### config.mk
export PLATFORM = sky130hd
export DESIGN_NAME = compressor_protect_timer_core
export DESIGN_NICKNAME = d
export VERILOG_FILES = /design/src/hw/rtl/cpt_pkg.sv /design/src/hw/rtl/cpt_cfg.sv /design/src/hw/rtl/cpt_core.sv /design/src/hw/rtl/compressor_protect_timer_core.sv
export SDC_FILE = /design/constraint.sdc
export NUM_CORES = 1
export LEC_CHECK = 0
export ABC_AREA = 1
export BUFFER_PORTS_ARGS = -buffer_cell sky130_fd_sc_hd__clkbuf_2
export CAP_MARGIN = 20
export CORE_MARGIN = 2
export CORE_UTILIZATION = 25
export CTS_CLUSTER_DIAMETER = 150
export DETAILED_ROUTE_END_ITERATION = 6
export GPL_TIMING_DRIVEN = 0
export PLACE_DENSITY = 0.38
export SLEW_MARGIN = 20
export SYNTH_ARGS = -nofsm -noshare
export SYNTH_HDL_FRONTEND = slang
export SYNTH_HIERARCHICAL = 1
export SYNTH_SLANG_ARGS = --single-unit
export TNS_END_PERCENT = 30
### constraint.sdc
create_clock -name clk -period 11.8 [get_ports clk]
set_input_delay 2.36 -clock clk [delete_from_list [all_inputs] [get_ports clk]]
set_output_delay 2.36 -clock clk [all_outputs]
set_load 0.01 [all_outputs]
### src/hw/rtl/cpt_pkg.sv
// Shared types, register map and reset constants of the compressor protect timer.
package cpt_pkg;

	localparam int unsigned AddrWidth = 5;
	localparam int unsigned IdxWidth  = 3;

	localparam logic [IdxWidth-1:0] REG_PROTECT_RELOAD = 3'd0;
	localparam logic [IdxWidth-1:0] REG_FIRST_LIMIT    = 3'd1;
	localparam logic [IdxWidth-1:0] REG_SECOND_LIMIT   = 3'd2;
	localparam logic [IdxWidth-1:0] REG_TIME_CAP       = 3'd3;
	localparam logic [IdxWidth-1:0] REG_PRESCALE       = 3'd4;

	localparam logic [15:0] RST_PROTECT_RELOAD = 16'd300;
	localparam logic [15:0] RST_FIRST_LIMIT    = 16'd9000;
	localparam logic [15:0] RST_SECOND_LIMIT   = 16'd11400;
	localparam logic [15:0] RST_TIME_CAP       = 16'd60000;
	localparam logic [7:0]  RST_PRESCALE       = 8'd10;
	localparam logic [15:0] RST_OFF_SECONDS    = 16'd5;
	localparam logic [15:0] RUN_COUNT_MAX      = 16'hFFFF;

	localparam int unsigned InDataWidth  = 24;
	localparam int unsigned OutDataWidth = 72;

	typedef enum logic [1:0] {
		FUNC_TICK          = 2'd0,
		FUNC_LOAD_PROTECT  = 2'd1,
		FUNC_CLEAR_RUN     = 2'd2
	} func_t;

	typedef struct packed {
		logic [15:0] protect_off_reload;
		logic [15:0] first_on_limit;
		logic [15:0] second_on_limit;
		logic [15:0] time_cap;
		logic [7:0]  prescale_reload;
	} cfg_t;

	typedef struct packed {
		logic [1:0]  func;
		logic        cold_request;
		logic        ice_request;
		logic        forced_mode;
		logic        forced_on;
		logic [15:0] protect_value;
	} item_t;

	typedef struct packed {
		logic [15:0] run_count;
		logic        over_second_limit;
		logic        over_first_limit;
		logic        protect_expired;
		logic [15:0] protect_remaining;
		logic [15:0] off_seconds;
		logic [15:0] on_seconds;
		logic        compressor_on;
	} result_t;

endpackage

### src/hw/rtl/cpt_cfg.sv
// Configuration register file behind the APB-style port.
module cpt_cfg
	import cpt_pkg::*;
(
	input  logic                 clk,
	input  logic                 arst_n,
	input  logic                 psel,
	input  logic                 penable,
	input  logic                 pwrite,
	input  logic [AddrWidth-1:0] paddr,
	input  logic [31:0]          pwdata,
	output logic [31:0]          prdata,
	output logic                 pready,
	output cfg_t                 cfg
);

	logic                wr_en;
	logic [IdxWidth-1:0] idx;
	cfg_t                cfg_q;

	assign pready = 1'b1;
	assign wr_en  = psel & penable & pwrite;
	assign idx    = paddr[AddrWidth-1:2];
	assign cfg    = cfg_q;

	always_ff @(posedge clk or negedge arst_n) begin
		if (!arst_n) begin
			cfg_q.protect_off_reload <= RST_PROTECT_RELOAD;
			cfg_q.first_on_limit     <= RST_FIRST_LIMIT;
			cfg_q.second_on_limit    <= RST_SECOND_LIMIT;
			cfg_q.time_cap           <= RST_TIME_CAP;
			cfg_q.prescale_reload    <= RST_PRESCALE;
		end else if (wr_en) begin
			case (idx)
				REG_PROTECT_RELOAD: cfg_q.protect_off_reload <= pwdata[15:0];
				REG_FIRST_LIMIT:    cfg_q.first_on_limit     <= pwdata[15:0];
				REG_SECOND_LIMIT:   cfg_q.second_on_limit    <= pwdata[15:0];
				REG_TIME_CAP:       cfg_q.time_cap           <= pwdata[15:0];
				REG_PRESCALE:       cfg_q.prescale_reload    <= pwdata[7:0];
				default: ;
			endcase
		end
	end

	always_comb begin
		case (idx)
			REG_PROTECT_RELOAD: prdata = {16'd0, cfg_q.protect_off_reload};
			REG_FIRST_LIMIT:    prdata = {16'd0, cfg_q.first_on_limit};
			REG_SECOND_LIMIT:   prdata = {16'd0, cfg_q.second_on_limit};
			REG_TIME_CAP:       prdata = {16'd0, cfg_q.time_cap};
			REG_PRESCALE:       prdata = {24'd0, cfg_q.prescale_reload};
			default:            prdata = 32'd0;
		endcase
	end

endmodule

### src/hw/rtl/cpt_core.sv
// Compressor state registers and the per-word update logic.
module cpt_core
	import cpt_pkg::*;
(
	input  logic    clk,
	input  logic    arst_n,
	input  cfg_t    cfg,
	input  logic    en,
	input  item_t   item,
	output result_t result
);

	logic        running_q, running_d;
	logic [15:0] on_q, on_d;
	logic [15:0] off_q, off_d;
	logic [15:0] protect_q, protect_d;
	logic [7:0]  prescale_q, prescale_d;
	logic [15:0] run_q, run_d;

	logic        demand;
	logic        start_ok;
	logic [15:0] protect_base;

	always_comb begin
		running_d    = running_q;
		on_d         = on_q;
		off_d        = off_q;
		protect_d    = protect_q;
		prescale_d   = prescale_q;
		run_d        = run_q;
		// Forced on skips the protect check; otherwise a stopped compressor waits
		// for the countdown to reach zero.
		start_ok     = running_q || (protect_q == 16'd0);
		demand       = item.forced_mode ? item.forced_on
		                                : ((item.cold_request | item.ice_request) & start_ok);
		protect_base = running_q ? cfg.protect_off_reload : protect_q;
		case (item.func)
			FUNC_TICK: begin
				if (demand) begin
					running_d = 1'b1;
					off_d     = 16'd0;
					on_d      = (on_q < cfg.time_cap) ? on_q + 16'd1 : on_q;
					protect_d = cfg.protect_off_reload;
					if (prescale_q != 8'd0) begin
						prescale_d = prescale_q - 8'd1;
					end else begin
						prescale_d = cfg.prescale_reload;
						run_d      = (run_q != RUN_COUNT_MAX) ? run_q + 16'd1 : run_q;
					end
				end else begin
					running_d = 1'b0;
					on_d      = 16'd0;
					off_d     = (off_q < cfg.time_cap) ? off_q + 16'd1 : off_q;
					protect_d = (protect_base != 16'd0) ? protect_base - 16'd1 : 16'd0;
				end
			end
			FUNC_LOAD_PROTECT: begin
				protect_d = item.protect_value;
			end
			FUNC_CLEAR_RUN: begin
				prescale_d = cfg.prescale_reload;
				run_d      = 16'd0;
			end
			default: ;
		endcase
	end

	always_ff @(posedge clk or negedge arst_n) begin
		if (!arst_n) begin
			running_q  <= 1'b0;
			on_q       <= 16'd0;
			off_q      <= RST_OFF_SECONDS;
			protect_q  <= RST_PROTECT_RELOAD;
			prescale_q <= RST_PRESCALE;
			run_q      <= 16'd0;
		end else if (en) begin
			running_q  <= running_d;
			on_q       <= on_d;
			off_q      <= off_d;
			protect_q  <= protect_d;
			prescale_q <= prescale_d;
			run_q      <= run_d;
		end
	end

	assign result.compressor_on     = running_d;
	assign result.on_seconds        = on_d;
	assign result.off_seconds       = off_d;
	assign result.protect_remaining = protect_d;
	assign result.protect_expired   = running_d | (protect_d == 16'd0);
	assign result.over_first_limit  = on_d > cfg.first_on_limit;
	assign result.over_second_limit = on_d > cfg.second_on_limit;
	assign result.run_count         = run_d;

endmodule

### src/hw/rtl/compressor_protect_timer_core.sv
// Top level of the compressor protect timer: input register, core and result register.
//
//   channel  direction  handshake                  contents
//   s_*      in         s_tvalid / s_tready        command word, func in s_tuser
//   m_*      out        m_tvalid / m_tready        status word after the command
//   apb      in         psel, penable, pwrite      five configuration registers
//
// A word is evaluated against the state registers while it sits in the input
// register and is written to the result register once that register is empty or
// m_tready is high; one word per cycle is sustained while m_tready is high. The
// result register decouples the sides: a stalled m_tready blocks the input only
// once both registers are full.
// Reset restores control, configuration and compressor state at once, no sweep needed.
module compressor_protect_timer_core
	import cpt_pkg::*;
(
	input  logic                    clk,
	input  logic                    arst_n,
	input  logic                    s_tvalid,
	output logic                    s_tready,
	// [0] cold_request, [1] ice_request, [2] forced_mode, [3] forced_on,
	// [19:4] protect_value, [23:20] zero
	input  logic [InDataWidth-1:0]  s_tdata,
	// [1:0] func
	input  logic [1:0]              s_tuser,
	output logic                    m_tvalid,
	input  logic                    m_tready,
	// [0] compressor_on, [16:1] on_seconds, [32:17] off_seconds,
	// [48:33] protect_remaining, [49] protect_expired, [50] over_first_limit,
	// [51] over_second_limit, [67:52] run_count, [71:68] zero
	output logic [OutDataWidth-1:0] m_tdata,
	input  logic                    psel,
	input  logic                    penable,
	input  logic                    pwrite,
	input  logic [AddrWidth-1:0]    paddr,
	input  logic [31:0]             pwdata,
	output logic [31:0]             prdata,
	output logic                    pready
);

	cfg_t    cfg;
	item_t   item_s1;
	logic    valid_s1;
	logic    advance;
	result_t result;
	result_t result_q;
	logic    out_valid_q;

	assign advance  = valid_s1 & (~out_valid_q | m_tready);
	assign s_tready = ~valid_s1 | advance;

	always_ff @(posedge clk or negedge arst_n) begin
		if (!arst_n) begin
			valid_s1 <= 1'b0;
		end else if (s_tready) begin
			valid_s1 <= s_tvalid;
		end
	end

	always_ff @(posedge clk) begin
		if (s_tready && s_tvalid) begin
			item_s1.func          <= s_tuser;
			item_s1.cold_request  <= s_tdata[0];
			item_s1.ice_request   <= s_tdata[1];
			item_s1.forced_mode   <= s_tdata[2];
			item_s1.forced_on     <= s_tdata[3];
			item_s1.protect_value <= s_tdata[19:4];
		end
	end

	cpt_cfg u_cfg (
		.clk     (clk),
		.arst_n  (arst_n),
		.psel    (psel),
		.penable (penable),
		.pwrite  (pwrite),
		.paddr   (paddr),
		.pwdata  (pwdata),
		.prdata  (prdata),
		.pready  (pready),
		.cfg     (cfg)
	);

	cpt_core u_core (
		.clk    (clk),
		.arst_n (arst_n),
		.cfg    (cfg),
		.en     (advance),
		.item   (item_s1),
		.result (result)
	);

	always_ff @(posedge clk or negedge arst_n) begin
		if (!arst_n) begin
			out_valid_q <= 1'b0;
		end else if (advance) begin
			out_valid_q <= 1'b1;
		end else if (m_tready) begin
			out_valid_q <= 1'b0;
		end
	end

	always_ff @(posedge clk) begin
		if (advance) begin
			result_q <= result;
		end
	end

	assign m_tvalid = out_valid_q;
	assign m_tdata  = {4'd0, result_q};

endmodule
==> results.py, run 1 <==
metrics = {
    "run_status": {
        "status": "complete, no violations",
    },
    "cells_and_area": {
        "fin_cells": 2783,
        "regArea_um2": 6420,
        "stdcell_area_um2": 17090,
        "finalCoreUtilization_pct": 30.25,
        "n_fill_cell": 6060,
        "syn_to_final_growth_pct": 19.21,
        "final_common_cell": "nand2_1",
        "drive_gt1_share_pct": 16.77,
        "nets": 2142,
        "final_cell_mix": "nand2_1, inv_1, o21ai_0, nand3_1, clkbuf_2",
        "n_antenna_cell": 0,
        "multi_input_area_um2": 6535,
    },
    "routing": {
        "dr.pass1.iters": 5,
        "drc_errors": 0,
        "vias": 12680,
        "routed_via_density": 4.557,
        "routed_wl_um": 52000,
        "dr.first_iter.drc_count": 831,
        "wire_per_inst_um": 18.69,
        "ant_nets": 0,
    },
    "synth": {
        "synth_edf_count": 90,
        "syn_area_um2": 14330,
        "yosys.area.top_type": "dfrtp_1",
        "synthTopCellsByArea": "dfrtp_1, edfxtp_1, nand2_1",
        "syn_avg_cell_area_um2": 7.884,
        "synthArstFlopShare_pct": 62.03,
        "yosysSeqAreaShare_pct": 44.79,
        "ys_warn_count": 6,
        "ys.flop_type": "dfrtp_1",
        "synth.distinct_cells": 54,
        "netlist.area_leader.share_pct": 20.25,
        "synth-seq-cells": 237,
        "netlist_instances": 1818,
    },
    "critical_path": {
        "rr_worst_depth": 17,
        "critical_path_required_ps": 9440,
        "cp.arrival_ps": 3900,
        "max_stage_delay_ps": 460,
        "critPathSlowestCell": "clkbuf_1",
        "start_kind": "primary input",
        "timing.rr.end": "m_tdata[51]",
        "crit_path_cell_trace": "clkbuf_2, buf_4, nor2_8, clkbuf_1, nand3_1, nand2_1, nor2_1, nand2_1, clkbuf_2",
        "worstSetupEndpointType": "primary output",
        "crit_type": "primary input to primary output",
        "r2r-start": "u_cfg/cfg[23]",
        "critPathMaxFanout": 10,
        "rrSetupSlack_ps": 7200,
    },
    "floorplanning": {
        "die_h_um": 243.4,
        "start_util_pct": 25.37,
        "die_area_um2": 59270,
        "coreArea_um2": 56500,
        "num_rows": 87,
        "pin_count": 177,
        "die_w_um": 243.4,
    },
    "power_and_ir_drop": {
        "p_leak_nw": 8.130,
        "power_density_nw_per_um2": 179.2,
        "ir_drop_v": 0.0001177,
    },
    "timing": {
        "tightest_slew_ps": 1024,
        "grt_setup_unrepaired": "no",
        "finalMaxSlewViolations": 0,
        "report.final.hold_viol_count": 0,
        "fin_ws_ps": 5543,
        "finalCriticalPeriod_ps": 6257,
        "setup_viol": 0,
        "fin_worst_skew_ps": 26.52,
        "finalSetupTns_ps": 0,
        "relSlewSlack_pct": 31.03,
        "fmax_mhz": 159.8,
        "fin_crit_sh_pct": 53.02,
    },
    "grt": {
        "grt_max_degree": 81,
        "grt_pass1_vias": 12510,
        "grt_usage_pct": 17.46,
        "overflow": 0,
        "grt_pass1_wl_um": 78810,
        "antenna_found_initial": 0,
    },
    "clocking": {
        "post_cts_resized": 0,
        "path_clk_slew_ps": 50,
        "clock_latency_ps": 590,
        "clock_path_buffers": 3,
        "cts.sinks": 237,
        "cts_setup_buffers": 0,
        "htreeDepth": 1,
        "cts_tree": "done",
        "clockRootBuffer": "clkbuf_16",
        "cts_made_buffers": 29,
        "holdBufCountCts": 0,
    },
    "min_path": {
        "min_from": "u_cfg/cfg[34]",
        "hp-class": "flip-flop to flip-flop",
        "min_path_cells": 2,
        "whs_endpoint": "u_cfg/cfg[34]",
    },
    "place": {
        "routabilityCongestion": 0.8848,
        "placedInstanceArea_um2": 16140,
        "placement.io_buffers": 132,
        "post-dp-hpwl_um": 40130,
        "dpl.cell_count": 2728,
        "pre_cts_ws_ps": 5506,
    },
    "run": {
        "max_cap_viol_count": 0,
    },
}
[layout make-up]
type / count / area share, %
Clock buffer: 37 / 4.723
Sequential cell: 237 / 37.57
Multi-Input combinational cell: 1266 / 38.24
Tap cell: 756 / 5.536
Clock inverter: 17 / 0.6736
Buffer: 87 / 3.105
Timing Repair Buffer: 137 / 4.723
Inverter: 246 / 5.426
[metrics by stage]
stage / hold WS, ps / power, mW
after floorplan: 460.1 / 1.816
after global placement: 476.3 / 2.184
after detailed placement: 481.5 / 2.196
after CTS: 490.4 / 3.104
after global routing: 506.0 / 3.293
final: 490.2 / 3.062
[how the worst max path moves through the flow]
stage | startpoint | end | slack, ps | cells past startpoint
after floorplan | m_tready | u_core/on_q[9] | 4930 | 7
after global placement | m_tready | u_core/on_q[1] | 2080 | 8
after detailed placement | paddr[2] | prdata[4] | 5510 | 9
after CTS | paddr[2] | prdata[4] | 5530 | 9
after global routing | paddr[2] | prdata[11] | 5460 | 9
final | paddr[2] | prdata[4] | 5540 | 9
[kinds of logic (layout without fill, tap and decap cells)]
family / after synthesis / after routing / synth area share [%]
AOI/OAI and AO/OA: 266 / 266 / 10.50
xor gates and xnor gates: 29 / 29 / 1.772
adders and majority gates: 68 / 68 / 5.936
buffers and inverters: 333 / 524 / 10.17
DFF: 237 / 237 / 44.79
other: 3 / 21 / 0.07856
and+or+nand+nor: 882 / 882 / 26.75
[power by group]
part	total (mW)	switching (mW)	internal (mW)
Sequential	1.18	0.150	1.03
Clock	0.884	0.382	0.502
Combinational	0.997	0.658	0.339
[Yosys cell counts, types with 3 or more instances]
cell type,number
nor4_1,4
nor2_1,113
nor3_1,21
dfstp_2,31
edfxtp_1,90
nand2_1,523
nand3_4,3
buf_6,9
nand2_2,13
inv_1,237
nand4_1,40
clkbuf_1,29
inv_2,7
xnor2_1,5
nand3_2,3
o21ai_2,21
nor2_4,3
xor2_1,24
o21ai_0,147
nor2_2,11
dfrtp_1,116
o211ai_1,5
o21ai_1,5
a31oi_1,3
a21boi_1,10
o221ai_1,3
nand3_1,133
conb_1,3
buf_1,4
a21oi_1,56
buf_4,28
and3_1,8
a21boi_0,3
buf_2,15
ha_1,68
[worst max-delay path, delay by kind of cell]
kind	cells	cell delay (ps)
buffers and inverters	4	880
AND/OR/NAND/NOR	5	660
[sequential cells by signal (all words and copies together), names as in the netlist]
name and count:
m_tdata 68, item_s1 22, m_tvalid 1, u_core/prescale_q 8
u_core/running_q 1, u_cfg/cfg 72, valid_s1 1, u_core/run_q 16
u_core/protect_q 16, u_core/on_q 16, u_core/off_q 16
[routing by layer]
layer,vias to the layer above,GRT usage (%),wire (um)
met5,-,0,0
met4,0,5.269,1444
met3,68,2.082,2115
met2,275,28.43,23990
met1,6079,24.18,24450
li1,6260,-,-
(Power assumes the default switching activity.)
==> inputs of run 2 (changes only) <==
--- a/config.mk
+++ b/config.mk
@@ -5,7 +5,7 @@
 export SDC_FILE = /design/constraint.sdc
 export NUM_CORES = 1
 export LEC_CHECK = 0
-export ABC_AREA = 1
+export ABC_AREA = 0
 export BUFFER_PORTS_ARGS = -buffer_cell sky130_fd_sc_hd__clkbuf_2
 export CAP_MARGIN = 20
 export CORE_MARGIN = 2
==> constraint.sdc (replaced) <==
create_clock -name clk -period 6.1 [get_ports clk]
set_input_delay 1.22 -clock clk [delete_from_list [all_inputs] [get_ports clk]]
set_output_delay 1.22 -clock clk [all_outputs]
set_load 0.01 [all_outputs]
==> results.py, run 2 <==
metrics = {
    "run_status": {
        "status": "complete, no violations",
    },
    "timing": {
        "finalMaxSlewViolations": 0,
        "finalCriticalPeriod_ps": 5482,
        "fin_ws_ps": 617.5,
        "fin_worst_skew_ps": 17.10,
        "fmax_mhz": 182.4,
        "report.final.hold_viol_count": 0,
        "grt_setup_unrepaired": "no",
        "tightest_slew_ps": 871.4,
        "fin_crit_sh_pct": 89.88,
        "setup_viol": 0,
        "relSlewSlack_pct": 41.91,
    },
    "critical_path": {
        "crit_path_cell_trace": "inv_1, ha_1, a21o_1, a21o_1, a21o_1, a21o_1, a211oi_1, o221a_2, clkbuf_1, buf_2, nand2_1, xor2_1, nor2_1, ha_1, o21a_1, o21a_1, o21a_1, o21a_1, o21a_1, o21a_1, o21ai_0, a21oi_1",
        "max_stage_delay_ps": 540,
        "cp.arrival_ps": 5780,
        "worstSetupEndpointType": "flip-flop",
        "critical_path_required_ps": 6400,
        "rrSetupSlack_ps": 620,
        "critPathSlowestCell": "dfstp_2",
        "worst_path_most_repeated_cell": "o21a_1",
        "timing.rr.end": "m_tdata[50]",
        "rr_worst_depth": 22,
        "r2r-start": "u_cfg/cfg[17]",
        "start_kind": "flip-flop",
        "critPathMaxFanout": 10,
        "crit_type": "flip-flop to flip-flop",
    },
    "floorplanning": {
        "die_area_um2": 57260,
        "coreArea_um2": 54880,
        "die_w_um": 239.3,
        "pin_count": 177,
        "num_rows": 86,
        "start_util_pct": 25.22,
        "die_h_um": 239.3,
    },
    "cells_and_area": {
        "syn_to_final_growth_pct": 19.07,
        "final_cell_mix": "clkbuf_2, dfrtp_1, nand2_1, edfxtp_1, mux2_2",
        "finalCoreUtilization_pct": 30.03,
        "fin_cells": 2213,
        "stdcell_area_um2": 16480,
        "n_antenna_cell": 0,
        "final_common_cell": "clkbuf_2",
        "drive_gt1_share_pct": 24.72,
        "largest_register_ffs": 72,
        "nets": 1623,
    },
    "power_and_ir_drop": {
        "p_leak_nw": 6.944,
        "p_sw_mw": 1.765,
        "power_frac_comb_pct": 26.2,
        "switching_share_pct": 33.15,
        "power_density_nw_per_um2": 323.1,
        "ir_drop_v": 0.0002094,
        "p_clk_share_pct": 32.6,
        "intPower_mw": 3.560,
        "power_frac_seq_pct": 41.2,
    },
    "min_path": {
        "min_from": "u_core/prescale_q[1]",
        "whs_endpoint": "u_core/prescale_q[1]",
        "min_path_cells": 2,
        "hp-class": "flip-flop to flip-flop",
    },
    "synth": {
        "netlist.area_leader.share_pct": 20.97,
        "ys_warn_count": 6,
        "synth.distinct_cells": 84,
        "netlist_instances": 1299,
        "synth_most_common_cell": "dfrtp_1",
        "ys.flop_type": "dfrtp_1",
        "syn_area_um2": 13840,
        "yosysSeqAreaShare_pct": 46.38,
        "yosys.area.top_type": "dfrtp_1",
        "syn_avg_cell_area_um2": 10.65,
        "synthTopCellsByArea": "dfrtp_1, edfxtp_1, mux2_2",
        "synth_edf_count": 90,
        "synth_common_cells": "dfrtp_1, nand2_1, edfxtp_1",
        "synthArstFlopShare_pct": 62.03,
        "synth-seq-cells": 237,
    },
    "grt": {
        "overflow": 0,
        "grt_pass1_vias": 10890,
        "antenna_found_initial": 2,
        "grt_pass1_wl_um": 70060,
        "grt_max_degree": 81,
        "grt_usage_pct": 16.21,
    },
    "routing": {
        "ant_nets": 0,
        "drc_errors": 0,
        "dr.first_iter.drc_count": 694,
        "routed_via_density": 4.894,
        "wire_per_inst_um": 20.90,
        "vias": 10830,
        "dr.pass1.iters": 5,
        "routed_wl_um": 46260,
    },
    "clocking": {
        "path_clk_slew_ps": 60,
        "cts_made_buffers": 30,
        "cts_tree": "done",
        "post_cts_resized": 0,
        "cts.sinks": 237,
        "clock_latency_ps": 580,
        "clock_path_buffers": 3,
        "htreeDepth": 1,
        "holdBufCountCts": 0,
        "clockRootBuffer": "clkbuf_16",
        "cts_setup_buffers": 0,
    },
    "place": {
        "post-dp-hpwl_um": 35220,
        "placement.io_buffers": 133,
        "pre_cts_ws_ps": 639.0,
        "dpl.cell_count": 2157,
        "routabilityCongestion": 0.8288,
        "placedInstanceArea_um2": 15530,
    },
    "run": {
        "max_cap_viol_count": 0,
    },
}
run 2: cell count changes in the layout (fill, tap and decap cells not counted), sizes merged, moves of 21 or more:
cell	before	now
buf	62	41
a21o	1	26
or3	0	21
mux2	0	99
inv	246	70
nand2	537	94
nand3	139	37
o21ai	173	67
nor2	129	76
run 2: power groups by stage:
stage	clock [mW]	combinational, mW	sequential (mW)
4_1_cts	1.81	1.40	2.20
3_3_place_gp	0	1.38	2.23
6_report	1.74	1.39	2.19
3_5_place_dp	0	1.39	2.22
2_1_floorplan	0	0.922	2.15
5_1_grt	1.87	1.55	2.23
run 2: final cells by class:
| cell class | instances | area [um^2] |
|---|---|---|
| buffer | 77 | 441.7 |
| inverter | 71 | 266.5 |
| clock buffer | 44 | 844.6 |
| timing repair buffer | 136 | 737.0 |
| tap | 704 | 880.8 |
| multi-input combinational | 932 | 6788 |
| fill | 5772 | 38400 |
| clock inverter | 12 | 102.6 |
| sequential | 237 | 6420 |
run 2: layer usage:
layer | global-route usage [%] | routed length (um) | vias up | part of all wire, %
met2 | 25.60 | 20780 | 255 | 45
met1 | 23.34 | 22470 | 5361 | 49
li1 | - | - | 5146 | -
met5 | 0 | 27 | - | 0.058
met3 | 2.409 | 2119 | 64 | 4.6
met4 | 3.542 | 862 | 4 | 1.9
run 2: per-stage QoR:
| stage | TNS (ps) | hold WS (ps) | power (mW) |
|---|---|---|---|
| 2_1_floorplan | 0 | 461.8 | 3.072 |
| 3_3_place_gp | -10950 | 485.7 | 3.604 |
| 3_5_place_dp | 0 | 490.4 | 3.618 |
| 4_1_cts | 0 | 499.8 | 5.406 |
| 5_1_grt | 0 | 524.0 | 5.652 |
| 6_report | 0 | 497.8 | 5.325 |
run 2: worst max path at each step:
stage	start	depth (start not counted)	to
floorplan	u_cfg/cfg[17]	22	m_tdata[50]
global placement	m_tready	8	u_core/on_q[4]
detailed placement	u_cfg/cfg[17]	22	m_tdata[50]
CTS	u_cfg/cfg[17]	22	m_tdata[50]
global route	u_cfg/cfg[17]	22	m_tdata[51]
finish	u_cfg/cfg[17]	22	m_tdata[50]
run 2: cells by family after synthesis:
group                      count (synthesis)  share of synthesized area, %
and+or+nand+nor                          402                         15.53
AOI/OAI and AO/OA                        273                         13.13
DFF                                      237                         46.38
buffers and inverters                    148                         5.116
muxes                                    121                         10.64
adders and majority gates                 68                         6.147
xor gates and xnor gates                  47                         2.974
other                                      3                       0.08135
run 2: critical path, delay by kind of cell (launching register included):
| family | cells | cell delay [ps] |
|---|---|---|
| AO/OA/AOI/OAI | 14 | 2510 |
| adder cells (fa/ha/maj) | 2 | 670 |
| buffers and inverters | 3 | 930 |
| flip-flops | 1 | 540 |
| AND/OR/NAND/NOR | 2 | 390 |
| XOR/XNOR | 1 | 160 |
==> inputs of run 3 (changes only) <==
--- a/config.mk
+++ b/config.mk
@@ -10,6 +10,7 @@
 export CAP_MARGIN = 20
 export CORE_MARGIN = 2
 export CORE_UTILIZATION = 25
+export CTS_BUF_LIST = sky130_fd_sc_hd__clkbuf_8
 export CTS_CLUSTER_DIAMETER = 150
 export DETAILED_ROUTE_END_ITERATION = 6
 export GPL_TIMING_DRIVEN = 0
==> constraint.sdc (replaced) <==
create_clock -name clk -period 6.62 [get_ports clk]
set_input_delay 1.324 -clock clk [delete_from_list [all_inputs] [get_ports clk]]
set_output_delay 1.324 -clock clk [all_outputs]
set_load 0.01 [all_outputs]
==> results.py, run 3 (same netlist as run 2, synthesis figures left out) <==
metrics = {
    "grt": {
        "overflow": 0,
        "grt_usage_pct": 16.42,
        "antenna_found_initial": 1,
        "grt_pass1_vias": 10960,
        "grt_pass1_wl_um": 70360,
        "grt_max_degree": 81,
    },
    "cells_and_area": {
        "final_cell_mix": "clkbuf_2, dfrtp_1, nand2_1, edfxtp_1, mux2_2",
        "n_antenna_cell": 0,
        "nets": 1639,
        "drive_gt1_share_pct": 25.62,
        "syn_to_final_growth_pct": 18.44,
        "final_common_cell": "clkbuf_2",
        "n_fill_cell": 5811,
        "largest_register_ffs": 72,
    },
    "timing": {
        "tightest_slew_ps": 876.6,
        "fin_ws_ps": 1129,
        "finalMaxSlewViolations": 0,
        "finalCriticalPeriod_ps": 5491,
        "fin_worst_skew_ps": 28.58,
        "relSlewSlack_pct": 41.56,
        "setup_viol": 0,
        "grt_setup_unrepaired": "no",
        "fmax_mhz": 182.1,
        "fin_crit_sh_pct": 82.95,
        "finalSetupTns_ps": 0,
        "report.final.hold_viol_count": 0,
        "hold_ws_ps": 495.3,
    },
    "power_and_ir_drop": {
        "ir_drop_v": 0.0001235,
        "p_leak_nw": 6.997,
        "total_power_mw": 4.713,
        "power_density_nw_per_um2": 287.5,
    },
    "floorplanning": {
        "coreArea_um2": 54880,
        "num_rows": 86,
        "die_area_um2": 57260,
        "die_w_um": 239.3,
        "pin_count": 177,
        "die_h_um": 239.3,
        "start_util_pct": 25.22,
    },
    "routing": {
        "drc_errors": 0,
        "routed_wl_um": 46590,
        "ant_nets": 0,
        "vias": 10830,
        "dr.pass1.iters": 4,
        "routed_via_density": 4.832,
        "wire_per_inst_um": 20.78,
        "dr.first_iter.drc_count": 688,
    },
    "clocking": {
        "post_cts_resized": 0,
        "cts_tree": "done",
        "clock_path_buffers": 3,
        "cts_setup_buffers": 0,
        "holdBufCountCts": 0,
        "cts_made_buffers": 46,
        "cts.sinks": 237,
        "htreeDepth": 2,
        "clock_latency_ps": 620,
        "clockRootBuffer": "clkbuf_8",
        "path_clk_slew_ps": 60,
    },
    "critical_path": {
        "worstSetupEndpointType": "flip-flop",
        "critPathMaxFanout": 10,
        "critical_path_required_ps": 6970,
        "crit_type": "flip-flop to flip-flop",
        "cp.arrival_ps": 5840,
        "start_kind": "flip-flop",
    },
    "place": {
        "post-dp-hpwl_um": 35220,
        "pre_cts_ws_ps": 1159,
        "placement.io_buffers": 133,
        "routabilityCongestion": 0.8288,
    },
    "min_path": {
        "hp-class": "flip-flop to flip-flop",
    },
    "run_status": {
        "status": "complete, no violations",
    },
    "run": {
        "max_cap_viol_count": 0,
    },
}
[run 3: changes by cell type in the layout (fill, tap and decap cells not counted)]
cell | previous run | this run
clkinvlp_4 | 0 | 1
clkbuf_16 | 31 | 0
inv_1 | 69 | 88
clkinv_2 | 4 | 8
bufinv_16 | 2 | 1
clkbuf_1 | 49 | 38
clkbuf_8 | 3 | 51
[run 3: report_power, final]
| part | switching, mW | internal [mW] |
|---|---|---|
| clock network | 0.675 | 0.732 |
| logic | 0.748 | 0.537 |
| registers | 0.229 | 1.79 |
| total | 1.65 | 3.06 |
[run 3: final timing paths]
| kind | from | end | slack, ps | cells after the start |
|---|---|---|---|---|
| max in group asynchronous | arst_n | u_core/protect_q[8] | 5010 | 2 |
| worst max register to register | u_cfg/cfg[17] | m_tdata[50] | 1130 | 22 |
| min in group asynchronous | arst_n | u_core/off_q[7] | 730 | 1 |
| worst min-delay path | u_core/prescale_q[1] | u_core/prescale_q[1] | 500 | 2 |
| worst min register to register | u_core/prescale_q[1] | u_core/prescale_q[1] | 500 | 2 |
| worst max-delay path | u_cfg/cfg[17] | m_tdata[50] | 1130 | 22 |
[run 3: per-stage QoR]
step	std cells	area, um^2	utilization (%)
floorplan	1317	13910	-
global placement	2154	15450	28.16
detailed placement	2157	15530	28.31
CTS	2242	16390	29.87
global route	2242	16390	29.87
finish	2242	16390	29.87
[run 3: area by class of cell]
type                    count  area (um^2)  area share, %
multi-input cells         932         6788          41.41
flip-flops and latches    237         6420          39.16
well taps                 704        880.8          5.373
repair buffers            136        737.0          4.496
clock buffers              50        688.2          4.198
plain buffers              77        441.7          2.694
inverters                  71        266.5          1.626
clock inverters            35        171.4          1.046
[run 3: routing by layer]
layer	track usage, %	wire, um
met1	23.20	22590
met5	0	12
met4	4.413	1052
met2	25.55	20740
met3	3.169	2190
[run 3: worst max-delay path: stages (launching register included)]
cell and delay, ps:
dfstp_2 540, inv_1 150, ha_1 360, a21o_1 170
a21o_1 170, a21o_1 170, a21o_1 170, a211oi_1 290
o221a_2 330, clkbuf_1 440, buf_2 340, nand2_1 120
xor2_1 160, nor2_1 290, ha_1 320, o21a_1 110
o21a_1 170, o21a_1 170, o21a_1 170, o21a_1 160
o21a_1 160, o21ai_0 140, a21oi_1 130
